## src/sv/bfdh_pkg.sv

```systemverilog
// Shared types, sizes and codes for the FNV double-hash Bloom filter.
// No dependencies; every other file imports this package.
package bfdh_pkg;

  // Filter store geometry
  localparam int FILTER_BITS = 65536;
  localparam int IDX_W       = $clog2(FILTER_BITS);
  localparam int SIZE_W      = IDX_W + 1;
  localparam int ROW_W       = 32;
  localparam int ROW_BITS    = $clog2(ROW_W);
  localparam int ROWS        = FILTER_BITS / ROW_W;
  localparam int ROW_AW      = $clog2(ROWS);

  // Probe count
  localparam int MAX_PROBES  = 16;
  localparam int PROBE_W     = $clog2(MAX_PROBES + 1);

  // Register widths fixed by the programming model
  localparam int CFG_SIZE_W  = 17;
  localparam int CFG_HCNT_W  = 5;
  localparam int CFG_DATA_W  = 17;
  localparam int CFG_IDX_W   = 2;

  localparam logic [CFG_IDX_W-1:0] CFG_FILTER_SIZE = 2'd0;
  localparam logic [CFG_IDX_W-1:0] CFG_HASH_COUNT  = 2'd1;

  localparam logic [CFG_SIZE_W-1:0] FILTER_SIZE_RST = 17'd65536;
  localparam logic [CFG_HCNT_W-1:0] HASH_COUNT_RST  = 5'd7;

  // Operation codes
  localparam logic OP_ADD   = 1'b0;
  localparam logic OP_CHECK = 1'b1;

  // FNV-1a constants
  localparam logic [31:0] FNV_PRIME   = 32'h0100_0193;
  localparam logic [31:0] SEED_FIRST  = 32'h811C_9DC5;
  localparam logic [31:0] SEED_SECOND = 32'h0100_0193;

  // Key job queue
  localparam int JQ_DEPTH = 2;
  localparam int JQ_AW    = $clog2(JQ_DEPTH);

  // Divide loop runs over a 33-bit dividend
  localparam int DIV_STEPS = 33;
  localparam int DIV_CW    = $clog2(DIV_STEPS);

  typedef struct packed {
    logic        op;
    logic [31:0] h1;
    logic [31:0] h2;
  } job_t;

  typedef struct packed {
    logic [SIZE_W-1:0]  size;
    logic [PROBE_W-1:0] probes;
  } cfg_t;

  typedef struct packed {
    logic clearing;
    logic done;
  } bk_stat_t;

  typedef enum logic [2:0] {
    BK_CLEAR,
    BK_IDLE,
    BK_MOD,
    BK_PREP,
    BK_READ,
    BK_UPDATE,
    BK_DONE
  } bk_state_t;

endpackage

```

## src/sv/bfdh_job_q.sv

```systemverilog
// Short queue of finished-key jobs between the hashing front and the probe back.
// Depends on bfdh_pkg.
module bfdh_job_q
  import bfdh_pkg::*;
(
  input  logic clk,
  input  logic rst_n,
  input  logic push,
  input  job_t din,
  output logic full,
  input  logic pop,
  output job_t dout,
  output logic empty
);

  job_t             slot_r [JQ_DEPTH];
  logic [JQ_AW-1:0] wp_r, wp_nxt;
  logic [JQ_AW-1:0] rp_r, rp_nxt;
  logic [JQ_AW:0]   cnt_r, cnt_nxt;
  logic             do_push, do_pop;

  assign full    = (cnt_r == (JQ_AW+1)'(JQ_DEPTH));
  assign empty   = (cnt_r == '0);
  assign dout    = slot_r[rp_r];
  assign do_push = push && !full;
  assign do_pop  = pop && !empty;

  always_comb begin
    wp_nxt  = wp_r;
    rp_nxt  = rp_r;
    cnt_nxt = cnt_r;
    if (do_push) begin
      wp_nxt = (wp_r == JQ_AW'(JQ_DEPTH - 1)) ? '0 : wp_r + 1'b1;
    end
    if (do_pop) begin
      rp_nxt = (rp_r == JQ_AW'(JQ_DEPTH - 1)) ? '0 : rp_r + 1'b1;
    end
    if (do_push && !do_pop) begin
      cnt_nxt = cnt_r + 1'b1;
    end else if (do_pop && !do_push) begin
      cnt_nxt = cnt_r - 1'b1;
    end
  end

  always_ff @(posedge clk) begin
    if (!rst_n) begin
      wp_r  <= '0;
      rp_r  <= '0;
      cnt_r <= '0;
    end else begin
      wp_r  <= wp_nxt;
      rp_r  <= rp_nxt;
      cnt_r <= cnt_nxt;
    end
  end

  always_ff @(posedge clk) begin
    if (do_push) begin
      slot_r[wp_r] <= din;
    end
  end

endmodule

```

## config.mk

```make
export PLATFORM = sky130hd
export DESIGN_NAME = bfdh_job_q
export DESIGN_NICKNAME = d
export VERILOG_FILES = /design/src/sv/bfdh_pkg.sv /design/src/sv/bfdh_job_q.sv
export SDC_FILE = /design/constraint.sdc
export NUM_CORES = 1
export LEC_CHECK = 0
export BUFFER_PORTS_ARGS = -buffer_cell sky130_fd_sc_hd__buf_4
export CORE_MARGIN = 8
export CORE_UTILIZATION = 50
export CTS_BUF_LIST = sky130_fd_sc_hd__clkbuf_2
export CTS_CLUSTER_SIZE = 40
export DETAILED_ROUTE_END_ITERATION = 10
export GPL_TIMING_DRIVEN = 0
export PLACE_DENSITY = 0.77
export SLEW_MARGIN = 10
export SYNTH_ARGS = -nofsm -noshare
export SYNTH_HDL_FRONTEND = slang
export SYNTH_SLANG_ARGS = --single-unit
```

## constraint.sdc

```tcl
create_clock -name clk -period 8.8 [get_ports clk]
set_input_delay 0.44 -clock clk [delete_from_list [all_inputs] [get_ports clk]]
set_output_delay 0.44 -clock clk [all_outputs]
set_load 0.02 [all_outputs]
```

Word-level counts from Yosys, hierarchy flattened
Memory sizes are Yosys's and may differ from the RTL's. A register that Yosys moved wholly into a read port is not among the register bits.
Index checks and enable logic that the tools add are counted.
- flip-flop bits (word level): 4
- output and inout bits: 67
- word-level logic and storage cells: 27
- memories kept: 1
- input port bits: 69
- bits in writable memories: 130
- memories (memory ; words ; width ; read ports ; clocked after memory_dff ; write ports ; line ; source):
    slot_r ; 2 ; 65 ; 1 ; 1 ; 1 ; bfdh_job_q.sv:16 ; job_t slot_r [JQ_DEPTH];
- add/sub/neg operators: 4
- reductions and logical operators: 10
- multiplexer cells: 8
- equal/unequal tests: 1
- operators by type and width (cell ; count):
    1-bit two-way mux ; 6
    1-bit logical AND ; 4
    1-bit logical NOT ; 4
    2-bit two-way mux ; 2
    1-bit adder, second input constant ; 2
    2-bit by 1-bit adder with 2-bit output, second input constant ; 1
    2-bit == test, second input constant ; 1
    2-bit logical NOT ; 1
    2-bit nonzero test ; 1
    2-bit by 1-bit subtractor with 2-bit output, second input constant ; 1

Logic depth before layout (Yosys ltp)
- depth in word-level cells: 7
- gate-level depth with buffers: 7
- mapped depth without buffers: 7

Worst setup path before layout
OpenSTA, ideal clock, no wires.
- kind: register to register
- from: register cnt_r[0]
- to: memory slot_r[0][0] (netlist bit) (enable)
- path buffers: 0
- arrival: 3.159 ns
- period minus slack after synthesis: 3.637 ns
- cell stages (with the launch flop): 4
- library setup time: 0.478 ns
- required time: 8.322 ns
- path slack: 5.163 ns
- cells stage by stage: dfxtp_1 -> nand2b_1 -> inv_2 -> nor3_2
- word-level cells in the longest chain between the ends: 5
- ends and longest elaborated chain (item ; line ; source):
    start, declared ; bfdh_job_q.sv:19 ; logic [JQ_AW:0] cnt_r, cnt_nxt;
    start signal, assigned ; bfdh_job_q.sv:53 ; cnt_r <= cnt_nxt;
    2-bit == test ; bfdh_job_q.sv:22 ; assign full = (cnt_r == (JQ_AW+1)'(JQ_DEPTH));
    named net full ; bfdh_job_q.sv:10 ; output logic full,
    1-bit logical NOT ; bfdh_job_q.sv:25 ; assign do_push = push && !full;
    1-bit logical AND ; bfdh_job_q.sv:25 ;
    1-bit two-way mux ; bfdh_job_q.sv:58 ; if (do_push) begin
    1-bit two-way mux (not written as such) ; bfdh_job_q.sv:59 ; slot_r[wp_r] <= din;
    end, declared ; bfdh_job_q.sv:16 ;
The timed path passes the listed nets, and every way through them passes these cells.

==> flow_summary.yaml <==
status:
  status: "finished, final reports clean"
min_path:
  hp-class: "primary input to flip-flop"
  hp-start: "push"
  min_path_cells: 3
  holdPathEnd: "wp_r"
clocking:
  cts_buffers: 17
  clock_latency_ns: 0.65
  cts.sinks: 135
  cts_setup_buffers: 0
  root_buffer: "clkbuf_2"
  clk_path_buf_depth: 2
  cts_tree: "yes"
  h-tree-depth: 4
  clk_pin_slew_ns: 0.19
power_and_ir_drop:
  powerDensity_nw_per_um2: 258
  fin_total_pwr_mw: 1.83
  ir_worst_vdd_uv: 172
  cellLeakagePower_nw: 2.70
synth:
  yosysMostFrequentCell: "edfxtp_1"
  syn-num-nets: 297
  synthArstFlopShare_pct: 0
  synth_common_cells: "edfxtp_1 (130), mux2_2 (65), buf_4 (5), dfxtp_1 (5), and2_1 (3)"
  ys_seq_area_share_pct: 81.4
  synth_area_leaders: "edfxtp_1 (79%), mux2_2 (15%), dfxtp_1 (2.0%), buf_4 (0.76%), and2_1 (0.38%)"
  synthCells: 227
  ys_ff_latch: 135
  synth.largest_area_cell: "edfxtp_1"
  yosysWarningCount: 0
  syn_area_um2: 4920
  synthFlopType: "edfxtp_1"
  synth_cell_types: 21
  netlist.area_leader.share_pct: 79.4
  postSynthAreaPerCell_um2: 21.7
  synth-edff-count: 130
worst_setup_path:
  crit_buf_inv: 3
  r2r-start: "cnt_r[0]"
  worst_ep_arrival_time_ns: 2.07
  crit_slowest_cell: "dfxtp_1"
  cp-start-kind: "flip-flop"
  end_kind: "output port"
  r2r_end: "slot_r[0][8]"
  r2r_slack_ns: 6.69
  critPathMostFrequentCell: "buf_4"
  rr_worst_depth: 5
  cp.required_ns: 8.36
  crit_type: "flip-flop to output port"
  crit_path_max_incr_delay_ns: 0.36
  critical_path.max_fanout: 10
  cp_top_family: "buffers and inverters"
  path_cells: "buf_2, buf_4, mux2_2, buf_4"
grt:
  grt_usage_pct: 16.4
  overflow: 0
  grt_max_degree: 34
  first_global_vias: 3321
  grt_antenna_before_repair: 0
  grt_pass1_wl_um: 16300
die:
  fp.dieH_um: 115
  row_count: 36
  start_util_pct: 51.0
  num_io_pins: 136
  die_x_um: 115
  core_region_area_um2: 9640
  fp.dieArea_um2: 13300
timing:
  max_slew_margin_pct: 43.0
  post-route-min-period_ns: 2.51
  final-max-slew-violation-count: 0
  setup_violations: 0
  finalCritPeriodShare_pct: 28.6
  fmax_mhz: 398
  setup-tns-final_ns: 0
  finClkSkew_ns: 0.0311
  tightest_slew_ns: 0.851
  hold_viol_final: 0
  rsz0062_at_grt: "no"
routing:
  met1Wirelength_um: 3980
  vias_per_cell: 4.73
  drc_errors: 0
  top_layer_used: "met4"
  dr.pass1.iters: 4
  vias: 2827
  wl_met3_um: 634
  drt_iter0_markers: 86
  avgRoutedWirePerCell_um: 17.0
  totalWireLength_um: 10200
  ant_nets: 0
  met2_length_um: 5430
cells_and_area:
  area_growth_syn_to_layout_pct: 44.6
  layout-drive-gt1-share_pct: 52.0
  utilization_pct: 73.7
  diodes: 0
  layout.nets: 522
run:
  maxCapViolations: 0
placed_design:
  dp_hpwl_um: 6560
  place.gp.congestion: 0.683
  io_buffers: 135
==> metrics by stage <==
step	setup slack (ns)	hold slack, ns	instance area [µm²]	std cells
floorplan	5.16	0.483	4920	227
global placement	3.78	0.495	6100	495
detailed placement	6.71	0.520	6210	500
CTS	6.18	0.0441	7110	598
global route	6.11	0.0498	7110	598
finish	6.29	0.129	7110	598
==> cell families (layout without fill, tap and decap cells) <==
group	Yosys count	after routing	share of synthesized area [%]
AOI/OAI and AO/OA	5	5	0.662
xor gates and xnor gates	3	3	0.534
adders and majority gates	1	1	0.254
buffers and inverters	9	247	1.12
DFF	135	135	81.4
muxes	65	65	14.9
and+or+nand+nor	9	9	1.12
==> how the worst max path moves through the flow <==
stage | to | slack [ns] | cells after the start
after global routing | dout[16] | 6.11 | 4
after CTS | dout[16] | 6.18 | 4
after floorplan | slot_r[0][0] | 5.16 | 3
final | dout[16] | 6.29 | 4
after global placement | slot_r[0][27] | 3.78 | 3
after detailed placement | slot_r[0][30] | 6.71 | 5
==> power by group <==
part | switching (mW) | total (mW) | internal [mW] | leakage [nW]
clock | 0.203 | 0.357 | 0.154 | 0.141
combinational | 0.334 | 0.647 | 0.313 | 1.31
sequential | 0.0230 | 0.828 | 0.805 | 1.26
==> flip-flops by register name, indices dropped and copies added, names as in the netlist, named ones only <==
register / cells
rp_r: 1
cnt_r: 2
slot_r: 130
wp_r: 1
==> per-layer routing <==
metal | GRT usage (%) | vias up
li1 | - | 1348
met3 | 5.88 | 13
met1 | 17.1 | 1376
met5 | 0 | -
met4 | 7.79 | 0
met2 | 28.9 | 90
==> cell type report <==
type                            count  area, µm²
Timing Repair Buffer              206       1780
Buffer                              7       47.5
Fill cell                         589       2530
Tap cell                          133        166
Sequential cell                   135       4000
Inverter                            2       7.51
Clock inverter                     13        139
Multi-Input combinational cell     83        870
Clock buffer                       19       95.1
==> tightest hold or removal path, cell delays in order <==
cell and delay (ns):
buf_4 0.10, a21boi_0 0.07, o21a_1 0.16
==> layout by cell type (no fill, tap or decap) <==
master           n
clkinv_2         3
dfxtp_1          5
or3_1            1
xor2_1           1
o21a_1           1
mux2_2          65
clkbuf_2        19
inv_2            1
buf_2            2
and2_1           3
nor3_4           1
buf_16           2
a21boi_0         1
clkinvlp_4       2
buf_4          140
o21ai_1          1
edfxtp_1       130
and3_4           1
ha_1             1
xnor2_1          2
nand2b_1         1
clkinv_1         5
buf_12           1
bufinv_16        3
inv_1            1
a21boi_1         1
buf_8            2
dlygate4sd3_1   66
nor2_1           2
o21ai_0          1
==> repair_timing <==
item,CTS,global route
resized for setup,0,0
hold buffers,66,0
hold endpoints to repair,134,0
Note: power is estimated with default switching activity, not from simulation.
