==> config.mk <==
export PLATFORM = sky130hd
export DESIGN_NAME = bfdh_front
export DESIGN_NICKNAME = d
export VERILOG_FILES = /design/src/sv/bfdh_pkg.sv /design/src/sv/bfdh_front.sv
export SDC_FILE = /design/constraint.sdc
export NUM_CORES = 1
export LEC_CHECK = 0
export ABC_AREA = 1
export BUFFER_PORTS_ARGS = -buffer_cell sky130_fd_sc_hd__buf_2
export CAP_MARGIN = 5
export CORE_UTILIZATION = 40
export DETAILED_ROUTE_END_ITERATION = 16
export GPL_ROUTABILITY_DRIVEN = 0
export MAX_ROUTING_LAYER = met4
export PLACE_DENSITY = 0.61
export SYNTH_ARGS = -nofsm -noshare
export SYNTH_HDL_FRONTEND = slang
export SYNTH_SLANG_ARGS = --single-unit
==> constraint.sdc <==
create_clock -name clk -period 6.95 [get_ports clk]
set_clock_uncertainty 0.1 [all_clocks]
set_input_delay 1.39 -clock clk [delete_from_list [all_inputs] [get_ports clk]]
set_output_delay 1.39 -clock clk [all_outputs]
set_load 0.02 [all_outputs]
==> src/sv/bfdh_pkg.sv <==
// Shared types, sizes and codes for the FNV double-hash Bloom filter.
// No dependencies; every other file imports this package.
package bfdh_pkg;

  // Filter store geometry
  localparam int FILTER_BITS = 65536;
  localparam int IDX_W       = $clog2(FILTER_BITS);
  localparam int SIZE_W      = IDX_W + 1;
  localparam int ROW_W       = 32;
  localparam int ROW_BITS    = $clog2(ROW_W);
  localparam int ROWS        = FILTER_BITS / ROW_W;
  localparam int ROW_AW      = $clog2(ROWS);

  // Probe count
  localparam int MAX_PROBES  = 16;
  localparam int PROBE_W     = $clog2(MAX_PROBES + 1);

  // Register widths fixed by the programming model
  localparam int CFG_SIZE_W  = 17;
  localparam int CFG_HCNT_W  = 5;
  localparam int CFG_DATA_W  = 17;
  localparam int CFG_IDX_W   = 2;

  localparam logic [CFG_IDX_W-1:0] CFG_FILTER_SIZE = 2'd0;
  localparam logic [CFG_IDX_W-1:0] CFG_HASH_COUNT  = 2'd1;

  localparam logic [CFG_SIZE_W-1:0] FILTER_SIZE_RST = 17'd65536;
  localparam logic [CFG_HCNT_W-1:0] HASH_COUNT_RST  = 5'd7;

  // Operation codes
  localparam logic OP_ADD   = 1'b0;
  localparam logic OP_CHECK = 1'b1;

  // FNV-1a constants
  localparam logic [31:0] FNV_PRIME   = 32'h0100_0193;
  localparam logic [31:0] SEED_FIRST  = 32'h811C_9DC5;
  localparam logic [31:0] SEED_SECOND = 32'h0100_0193;

  // Key job queue
  localparam int JQ_DEPTH = 2;
  localparam int JQ_AW    = $clog2(JQ_DEPTH);

  // Divide loop runs over a 33-bit dividend
  localparam int DIV_STEPS = 33;
  localparam int DIV_CW    = $clog2(DIV_STEPS);

  typedef struct packed {
    logic        op;
    logic [31:0] h1;
    logic [31:0] h2;
  } job_t;

  typedef struct packed {
    logic [SIZE_W-1:0]  size;
    logic [PROBE_W-1:0] probes;
  } cfg_t;

  typedef struct packed {
    logic clearing;
    logic done;
  } bk_stat_t;

  typedef enum logic [2:0] {
    BK_CLEAR,
    BK_IDLE,
    BK_MOD,
    BK_PREP,
    BK_READ,
    BK_UPDATE,
    BK_DONE
  } bk_state_t;

endpackage

==> src/sv/bfdh_front.sv <==
// Front end: hashes key bytes with two FNV-1a chains and emits a job per key.
// Depends on bfdh_pkg.
module bfdh_front
  import bfdh_pkg::*;
(
  input  logic       clk,
  input  logic       rst_n,
  input  logic       in_push,
  input  logic       in_operation,
  input  logic [7:0] in_key_byte,
  input  logic       in_last_byte,
  input  logic       hold,
  input  logic       jq_full,
  output logic       in_full,
  output logic       jq_push,
  output job_t       jq_din
);

  logic [31:0] h1_r, h1_nxt;
  logic [31:0] h2_r, h2_nxt;
  logic [31:0] h1_step, h2_step;
  logic        take;

  assign in_full = hold || jq_full;
  assign take    = in_push && !in_full;

  assign h1_step = (h1_r ^ {24'd0, in_key_byte}) * FNV_PRIME;
  assign h2_step = (h2_r ^ {24'd0, in_key_byte}) * FNV_PRIME;

  always_comb begin
    h1_nxt     = h1_r;
    h2_nxt     = h2_r;
    jq_push    = 1'b0;
    jq_din.op  = in_operation;
    jq_din.h1  = h1_step;
    jq_din.h2  = h2_step;
    if (take) begin
      if (in_last_byte) begin
        // hand the finished key on and reload the seeds
        jq_push = 1'b1;
        h1_nxt  = SEED_FIRST;
        h2_nxt  = SEED_SECOND;
      end else begin
        h1_nxt  = h1_step;
        h2_nxt  = h2_step;
      end
    end
  end

  always_ff @(posedge clk) begin
    if (!rst_n) begin
      h1_r <= SEED_FIRST;
      h2_r <= SEED_SECOND;
    end else begin
      h1_r <= h1_nxt;
      h2_r <= h2_nxt;
    end
  end

endmodule

After elaboration in Yosys (flattened, before gate mapping)
Index checks and enable logic that the tools add are counted.
{"block": "word_totals", "ff_bits": 64, "output_inout_bits": 67, "in_bits": 15}
{"block": "op_classes", "n_mux": 4, "reduce_logical": 3, "bitwise_logic": 2, "multipliers": 2}
{"op": "$mul A32 B25 Y32 const B", "count": 2}
{"op": "$mux W32", "count": 2}
{"op": "$xor A32 B8 Y32", "count": 2}
{"op": "$mux W1", "count": 2}
{"op": "$logic_and A1 B1 Y1", "count": 1}
{"op": "$logic_not A1 Y1", "count": 1}
{"op": "$logic_or A1 B1 Y1", "count": 1}

Logic depth before layout (Yosys ltp)
Gate-level depths: netlist of the first run.
{"block": "logic_depth", "ltp_word": 4, "ltp_mapped": 30, "depth_no_buf": 30}

Worst setup path after synthesis of the first run
No wires, ideal clock.
{"block": "synth_timing", "path_kind": "input -> output", "from": "input in_key_byte[0]", "to": "output jq_din[48] (netlist name)", "t_arrival_ns": 5.646, "slack_ns": -0.186, "cell_stages": 18, "n_path_buf": 0, "required_time_ns": 5.460, "cell_sequence": "xor2_1 -> ha_1 -> ha_1 -> fa_1 -> ha_1 -> fa_1 -> ha_1 -> inv_1 -> fa_1 -> inv_1 -> ha_1 -> a21o_1 -> a21oi_1 -> nand3_1 -> nand2_1 -> nand2_1 -> or2_2 -> and2_1"}
{"item": "start, declared", "line_no": "bfdh_front.sv:10", "rtl": "input logic [7:0] in_key_byte,"}
{"item": "end, declared", "line_no": "bfdh_front.sv:16", "rtl": "output job_t jq_din"}

==> impl_metrics.csv, run 1 <==
group,metric,value,unit
setup_path,criticalPathCategory,"input pin to primary output",
floorplan,core,36500,µm²
cells_and_area,antenna_cells,0,
detailed_routing,antenna_left,0,
clock_network,tritoncts,"built",
synth,synth_area_per_cell,7.74,µm²
cells_and_area,drive_gt1_share,36.5,%
floorplan,die_height,195,µm
clock_network,holdBufCountCts,0,
timing,max-slew-margin-rel,39.0,%
clock_network,clk_pin_slew,60,ps
timing,final_hold_viol_count,0,
worst_hold_path,hold_path.class,"flop to flop",
clock_network,cts_root_buf,"clkbuf_16",
synth,syn_area,14800,µm²
global_routing,grt_pass1_wl,77200,µm
cells_and_area,area.growth.synth_to_final,45.6,%
setup_path,critPathLaunchType,"input pin",
timing,worst_pin_slew,915,ps
floorplan,io-pin-count,82,
global_routing,grt_start_max_net_pins,64,
timing,min_period,7370,ps
timing,fmax,136,MHz
placement,dpl.hpwl,38100,µm
floorplan,rows,70,
synth,ys_warn_count,0,
setup_path,cp_slowest_stage_delay,510,ps
setup_path,cp_max_fo,4,
detailed_routing,drt_wl_total,51700,µm
setup_path,crit_arrival,5880,ps
synth,synth_nets,2448,
floorplan,initial_core_util,40.6,%
setup_path,critPathRequiredTime,5460,ps
floorplan,dieArea,37900,µm²
clock_network,cts_buffers,9,
job,maxCapViolCount,0,
run_status,violations,"DRC, setup timing",
timing,finalSetupViolCount,41,
global_routing,grtUsageTotal,27.0,%
timing,finalCritPeriodShare,106,%
global_routing,grt_pass1_vias,14800,
clock_network,cts_max_path_buffers,2,
detailed_routing,routed_via_density,5.21,
global_routing,gr-total-overflow,0,
synth,synth_cells,1916,
synth,ys_seq_area_share,8.63,%
cells_and_area,fin_nets,2827,
floorplan,die_w,195,µm
detailed_routing,drt_iter0_drc,745,
detailed_routing,post_drt_wl_per_cell,18.7,µm
timing,setup_ws,-419,ps
cells_and_area,fillerInstances,2957,
detailed_routing,drtPass1Iterations,11,
clock_network,clock_latency,370,ps
detailed_routing,vias,14400,
synth,synth_cell_type_count,40,
timing,fin_tns_setup,-11220,ps
setup_path,crit_family,"adder cells",
detailed_routing,drc,1,
global_routing,antenna_found_initial,1,
setup_path,crit_slowest_cell,"fa_1",
placement,port_buffers,79,
setup_path,end_kind,"primary output",
run_status,status,"complete, but fails checks",
setup_path,path_buf_inv,10,
clock_network,cts_sinks,64,
clock_network,htree_levels,3,
synth,synth-seq-cells,64,
timing,rsz0062_at_grt,"yes",
timing,maxSlewViolCount,0,
## state kept, by name, summed over array words and instances (netlist names)
| name | count |
|---|---|
| h2_r | 32 |
| h1_r | 32 |
## synth_stat cells, drive strengths merged
| master | instances | area [µm²] |
|---|---|---|
| a21boi | 2 | 15.0 |
| a21o | 4 | 30.0 |
| a21oi | 115 | 583 |
| a22oi | 2 | 15.0 |
| a31oi | 2 | 12.5 |
| and2 | 22 | 138 |
| buf | 6 | 32.5 |
| clkbuf | 12 | 45.0 |
| clkinv | 3 | 11.3 |
| dfxtp | 64 | 1280 |
| fa | 148 | 2960 |
| ha | 369 | 4620 |
| inv | 475 | 1780 |
| nand2 | 355 | 1360 |
| nand3 | 90 | 460 |
| nand3b | 9 | 67.6 |
| nand4 | 12 | 75.1 |
| nor2 | 90 | 363 |
| nor3 | 15 | 90.1 |
| nor4 | 3 | 18.8 |
| o211ai | 2 | 15.0 |
| o21a | 5 | 37.5 |
| o21ai | 35 | 179 |
| o21bai | 9 | 67.6 |
| or2 | 4 | 25.0 |
| xnor2 | 12 | 105 |
| xor2 | 51 | 454 |
## path summary, 6_finish.rpt
check                 start         end  slack [ps]  depth (start not counted)
max          in_key_byte[7]  jq_din[49]        -420                         26
min                h2_r[29]    h2_r[29]         420                          2
max reg2reg        h1_r[19]    h1_r[28]         280                         35
min reg2reg        h2_r[29]    h2_r[29]         420                          2
## metal layers
| layer | GRT usage, % | vias up | wire, µm |
|---|---|---|---|
| li1 | - | 6739 | - |
| met1 | 33.3 | 7065 | 21100 |
| met2 | 45.1 | 468 | 25300 |
| met3 | 2.55 | 162 | 2610 |
| met4 | 11.1 | 0 | 2670 |
| met5 | - | - | 0 |
## metrics by stage
step	instance area, µm²	setup slack (ps)	hold slack, ps	util (%)	std cells
global placement	17400	-669	366	47.7	2653
detailed placement	17400	-707	379	47.7	2653
floorplan	14900	-33.3	357	-	1916
finish	21600	-419	416	59.1	2768
CTS	20200	-319	406	55.3	2738
global route	21600	-544	434	59.1	2768
## worst reg2reg max path: cells and delay by family (launching register included)
family / cells / cell delay [ps]
compound gates: 4 / 560
fa+ha+maj: 8 / 3110
buf+inv: 20 / 2110
flops: 1 / 420
simple gates: 3 / 280
## cell usage in the layout (no fill, tap or decap), drive strengths merged
master	count
nand3b	9
and2	22
xor2	51
clkinv	5
clkbuf	11
nor2	90
a21oi	115
or2	4
nand2	355
o21ai	35
nor4	3
fa	148
o21a	5
a31oi	2
nand3	90
nor3	15
ha	369
xnor2	12
o21bai	9
nand4	12
o211ai	2
a21o	4
clkinvlp	2
buf	386
inv	475
a21boi	2
a22oi	2
bufinv	1
dfxtp	64
## timing repair
action                                  4_1_cts  5_1_grt
endpoints found under the hold margin         0        0
buffers inserted                             72       44
endpoints found under the setup margin       43       47
gates cloned                                  0        0
resized for setup                           442      278
pin swaps                                   154      219
## kinds of logic after synthesis
group	Yosys count	synth area share, %
and+or+nand+nor	600	17.5
xor gates and xnor gates	63	3.77
adders and majority gates	517	51.1
buffers and inverters	496	12.6
AOI/OAI and AO/OA	176	6.43
DFF	64	8.63
## final cells by class
type / count / area (µm²) / share of cell area (%)
Clock buffer: 11 / 253 / 1.17
Tap cell: 468 / 586 / 2.71
Inverter: 478 / 1840 / 8.52
Sequential cell: 64 / 1280 / 5.93
Clock inverter: 5 / 55.1 / 0.255
Multi-Input combinational cell: 1356 / 14400 / 66.5
Timing Repair Buffer: 386 / 3230 / 14.9
Power of run 1 is left out: the tool's default activity adds up to more than one toggle a clock period on the data nets, which glitch-free logic cannot reach.
==> run 2: changes to the inputs <==
Settings changed: CAP_MARGIN 5 to 20, PLACE_DENSITY 0.61 to 0.55.
==> run 2 against run 1 <==
  * The run ends with setup timing left
  * Via count decreased by 2.1%
  * Flip-flop and latch count unchanged
  * Register-to-register slack improved by 110 ps
  * Maximum frequency increased by 1.3%
  * Cell area increased by 0.76%
  * Sequential share of layout area about the same
  * Global-route usage decreased by 0.061 points
  * First-iteration DRC count increased by 9.1%
  * Setup slack improved by 96 ps
  * Cell count increased by 0.51%
  * Die area unchanged
  * Non-clock buffer count increased by 16
==> impl_metrics.csv, run 2 (synthesis results as in run 1) <==
group,metric,value,unit
setup_path,crit_slowest_cell,"fa_1",
global_routing,antenna_found_initial,0,
cells_and_area,multiInputGateArea,14400,µm²
cells_and_area,postLayoutCellArea,21800,µm²
detailed_routing,drtPass1Iterations,5,
cells_and_area,seq_area,1280,µm²
cells_and_area,layout_commonest_cell,"inv_1",
cells_and_area,drive_gt1_share,36.8,%
timing,setup_ws,-323,ps
setup_path,crit_arrival,5780,ps
global_routing,gr-total-overflow,0,
global_routing,grt_use_met1,34.2,%
setup_path,critPathLaunchType,"input pin",
clock_network,cts_root_buf,"clkbuf_16",
setup_path,critPathRequiredTime,5460,ps
clock_network,holdBufCountCts,0,
floorplan,core,36500,µm²
clock_network,htree_levels,3,
clock_network,cts_max_path_buffers,2,
clock_network,cts_sinks,64,
clock_network,cts_buffers,9,
setup_path,end_kind,"primary output",
setup_path,cp_cell_sequence,"buf_12, buf_6, nand2_4, nand2_4, inv_4, ha_4, ha_1, fa_1, ha_2, fa_1, ha_1, inv_1, fa_1, inv_2, ha_4, a21oi_2, o21ai_4, buf_4, o21ai_2, nand4_1, and2_4, buf_6",
global_routing,grt_use_met2,43.2,%
setup_path,reg2reg_depth,32,
worst_hold_path,holdPathStages,2,
placement,dpl.hpwl,38600,µm
global_routing,grtUsageTotal,26.9,%
cells_and_area,area.growth.synth_to_final,46.7,%
floorplan,die_height,195,µm
placement,pre_cts_slack,-664,ps
timing,worst_pin_slew,1190,ps
clock_network,tritoncts,"built",
global_routing,grt_pass1_wl,76900,µm
detailed_routing,post_drt_wl_per_cell,18.0,µm
floorplan,io-pin-count,82,
timing,min_period,7270,ps
cells_and_area,mostFrequentLayoutCells,"inv_1 (417), ha_1 (300), buf_4 (277)",
setup_path,cp_slowest_stage_delay,510,ps
cells_and_area,antenna_cells,0,
timing,rsz0062_at_grt,"yes",
timing,fmax,138,MHz
clock_network,clk_pin_slew,70,ps
setup_path,criticalPathCategory,"input pin to primary output",
detailed_routing,drt_wl_total,50100,µm
placement,port_buffers,79,
cells_and_area,fin_nets,2843,
setup_path,cp_max_fo,4,
cells_and_area,top_regs,"h1_r: 32 flops, h2_r: 32 flops",
floorplan,initial_core_util,40.6,%
cells_and_area,fillerInstances,3031,
global_routing,grt.busiest_layer,"met2",
run_status,violations,"setup timing",
timing,finalCritPeriodShare,105,%
timing,finalSetupViolCount,39,
global_routing,grt_use_met3,3.49,%
run_status,status,"complete, but fails checks",
job,maxCapViolCount,0,
detailed_routing,drc,0,
global_routing,grt_start_max_net_pins,54,
detailed_routing,antenna_left,0,
floorplan,dieArea,37900,µm²
placement,dpl_cell_area,17600,µm²
detailed_routing,drt_iter0_drc,813,
setup_path,path_common_cell,"fa_1",
global_routing,grt_pass1_vias,14800,
worst_hold_path,hold_path.class,"flop to flop",
floorplan,die_w,195,µm
timing,final_hold_viol_count,0,
detailed_routing,vias,14100,
detailed_routing,routed_via_density,5.08,
clock_network,clock_latency,370,ps
timing,max-slew-margin-rel,20.3,%
floorplan,rows,70,
timing,maxSlewViolCount,0,
==> run 2: cell count changes in the layout (fill, tap and decap cells not counted), sizes merged <==
cell,before,now
clkbuf,11,10
buf,386,402
clkinvlp,2,1
bufinv,1,0
clkinv,5,6
==> run 2: through the flow <==
step / utilization [%] / hold slack (ps) / TNS (ps) / instances
finish: 59.6 / 400 / -8240 / 2782
floorplan: - / 357 / -33.3 / 1916
global route: 59.6 / 419 / -13730 / 2782
detailed placement: 48.1 / 373 / -22570 / 2673
global placement: 48.1 / 364 / -20490 / 2673
CTS: 56.0 / 398 / -7000 / 2757
==> run 2: timing repair <==
action | in CTS | in global routing
cloned | 0 | 0
resized for setup | 477 | 251
buffers inserted | 74 | 37
endpoints found under the setup margin | 43 | 46
pin swaps | 160 | 164
==> run 2: layout make-up <==
class | instances | area share, %
Clock buffer | 10 | 1.10
Clock inverter | 4 | 0.103
Inverter | 478 | 8.45
Multi-Input combinational cell | 1356 | 66.2
Sequential cell | 64 | 5.89
Tap cell | 468 | 2.69
Timing Repair Buffer | 402 | 15.5
==> run 2: metal layers <==
layer / vias to the layer above / wire length, µm
met5: - / 0
met2: 411 / 23800
met1: 6842 / 21800
li1: 6760 / -
met4: 0 / 2110
met3: 119 / 2420
==> run 2: worst max-delay path: cells and delay by family <==
kind / cells / cell delay [ps]
compound gates: 3 / 550
fa+ha+maj: 8 / 2600
buf+inv: 7 / 630
simple gates: 4 / 610
==> run 2: path summary, 6_finish.rpt <==
| kind | slack (ps) | to | start |
|---|---|---|---|
| setup / recovery | -320 | jq_din[26] | in_key_byte[7] |
| hold / removal | 400 | h2_r[28] | h2_r[28] |
| setup reg to reg | 390 | h2_r[30] | h2_r[19] |
| hold reg to reg | 400 | h2_r[28] | h2_r[28] |
Power of run 2 is left out for the same reason.
==> run 3: changes to the inputs <==
Settings changed: PLACE_DENSITY 0.55 to 0.53.
Clock period 6.95 ns to 8.56 ns, I/O delays scaled along.
==> run 3 against run 2 <==
  * The flow now finishes without violations
  * Wire length is 12% lower
  * Global-route usage fell by 2.0 points
  * Register-to-register slack improved by 2800 ps
  * Count of clock-buffer cells in the layout increased by 4
  * Cell area down 25%
  * Setup slack improved by 550 ps
  * Hold slack worse by 22 ps
  * Non-clock buffer count fell by 300
  * Cell count decreased by 11%
  * Flip-flop and latch count stayed put
  * Via count decreased by 11%
  * Critical path type unchanged
==> impl_metrics.csv, run 3 (synthesis results as in run 1) <==
group,metric,value,unit
floorplan,die_height,195,µm
clock_network,cts_root_buf,"clkbuf_16",
timing,whs,378,ps
timing,final_hold_viol_count,0,
detailed_routing,drtPass1Iterations,5,
global_routing,grt_use_met1,32.9,%
setup_path,crit_arrival,6520,ps
setup_path,criticalPathCategory,"input pin to primary output",
cells_and_area,postLayoutCellArea,16300,µm²
timing,min_period,8330,ps
clock_network,cts_buffers,9,
global_routing,grt_use_met2,40.5,%
setup_path,critPathRequiredTime,6750,ps
cells_and_area,drive_gt1_share,8.63,%
clock_network,tritoncts,"built",
detailed_routing,drt_wl_total,44000,µm
timing,worst_pin_slew,943,ps
timing,rsz0062_at_grt,"yes",
global_routing,grtUsageTotal,25.0,%
run_status,status,"finished, final reports clean",
floorplan,rows,70,
floorplan,die_w,195,µm
timing,max-slew-margin-rel,37.1,%
detailed_routing,vias,12500,
job,maxCapViolCount,0,
detailed_routing,drc,0,
clock_network,clk_pin_slew,50,ps
placement,dpl.hpwl,37900,µm
clock_network,cts_sinks,64,
cells_and_area,layout_commonest_cell,"inv_1",
cells_and_area,fillerInstances,3757,
placement,port_buffers,79,
placement,dpl_cell_area,15900,µm²
timing,finalSetupViolCount,0,
setup_path,critPathLaunchType,"input pin",
cells_and_area,multiInputGateArea,11800,µm²
global_routing,grt.busiest_layer,"met2",
global_routing,grt_use_met3,3.45,%
timing,maxSlewViolCount,0,
detailed_routing,antenna_left,0,
global_routing,gr-total-overflow,0,
floorplan,dieArea,37900,µm²
setup_path,cp_max_fo,4,
placement,pre_cts_slack,-7.86,ps
global_routing,grt_start_max_net_pins,43,
cells_and_area,fin_nets,2543,
timing,setup_ws,226,ps
cells_and_area,seq_area,1280,µm²
cells_and_area,area.growth.synth_to_final,10.2,%
setup_path,end_kind,"primary output",
detailed_routing,routed_via_density,5.05,
worst_hold_path,hold_path.class,"flop to flop",
cells_and_area,mostFrequentLayoutCells,"inv_1 (467), ha_1 (367), nand2_1 (343)",
clock_network,clock_latency,380,ps
global_routing,antenna_found_initial,0,
detailed_routing,drt_iter0_drc,696,
clock_network,htree_levels,3,
clock_network,cts_max_path_buffers,2,
floorplan,io-pin-count,82,
floorplan,initial_core_util,40.6,%
floorplan,core,36500,µm²
global_routing,grt_pass1_vias,12600,
timing,finalCritPeriodShare,97.4,%
timing,fmax,120,MHz
detailed_routing,post_drt_wl_per_cell,17.7,µm
cells_and_area,top_regs,"h1_r: 32 flops, h2_r: 32 flops",
clock_network,postCtsSetupBuffers,0,
global_routing,grt_pass1_wl,69700,µm
[run 3: cell types whose count changed in the layout (fill, tap and decap cells not counted), sizes merged]
cell      change
clkbuf        +4
buf         -300
bufinv        +1
clkinvlp      -1
clkinv        -2
diode         +1
[run 3: layout make-up]
type                       count  share of cell area, %
multi-input combinational   1356                   72.2
clock inverter                 2                  0.214
inverter                     478                   11.0
tap                          468                   3.58
antenna                        1                 0.0153
sequential                    64                   7.84
clock buffer                  14                   1.74
timing repair buffer         102                   3.47
[run 3: through the flow]
step	std cells	utilization, %	setup TNS [ps]
3_5_place_dp	2468	43.6	-7.86
3_3_place_gp	2468	43.6	-3.47
4_1_cts	2484	44.5	0
5_1_grt	2484	44.8	-14.3
2_1_floorplan	1916	-	0
6_report	2485	44.8	0
[run 3: path summary, 6_finish.rpt]
kind / from / endpoint / slack (ps) / cells past startpoint
setup reg to reg: h1_r[21] / h1_r[30] / 3210 / 21
hold / removal: h1_r[1] / h1_r[1] / 380 / 2
hold reg to reg: h1_r[1] / h1_r[1] / 380 / 2
setup / recovery: in_key_byte[5] / jq_din[21] / 230 / 20
[run 3: repair_timing]
action                     in CTS  in global routing
setup endpoints to repair       1                 28
pin swaps                       0                  1
hold buffers                    0                  0
gates resized for setup         1                 27
[run 3: worst max-delay path, stage by stage]
cell,delay [ps]
buf_2,180
xor2_2,250
ha_1,280
ha_1,310
fa_1,440
ha_1,220
fa_1,430
ha_1,290
inv_1,50
fa_1,470
inv_1,40
ha_1,350
nand2_1,100
nand2_1,110
a21oi_1,190
nor2_1,60
nor2_1,200
nand3_1,160
xor2_1,420
buf_2,250
[run 3: layer usage]
layer | wire length (µm) | up-vias
li1 | - | 6190
met5 | 0 | -
met4 | 824 | 0
met1 | 20600 | 6013
met3 | 2220 | 40
met2 | 20400 | 305
Power of run 3 is left out for the same reason.
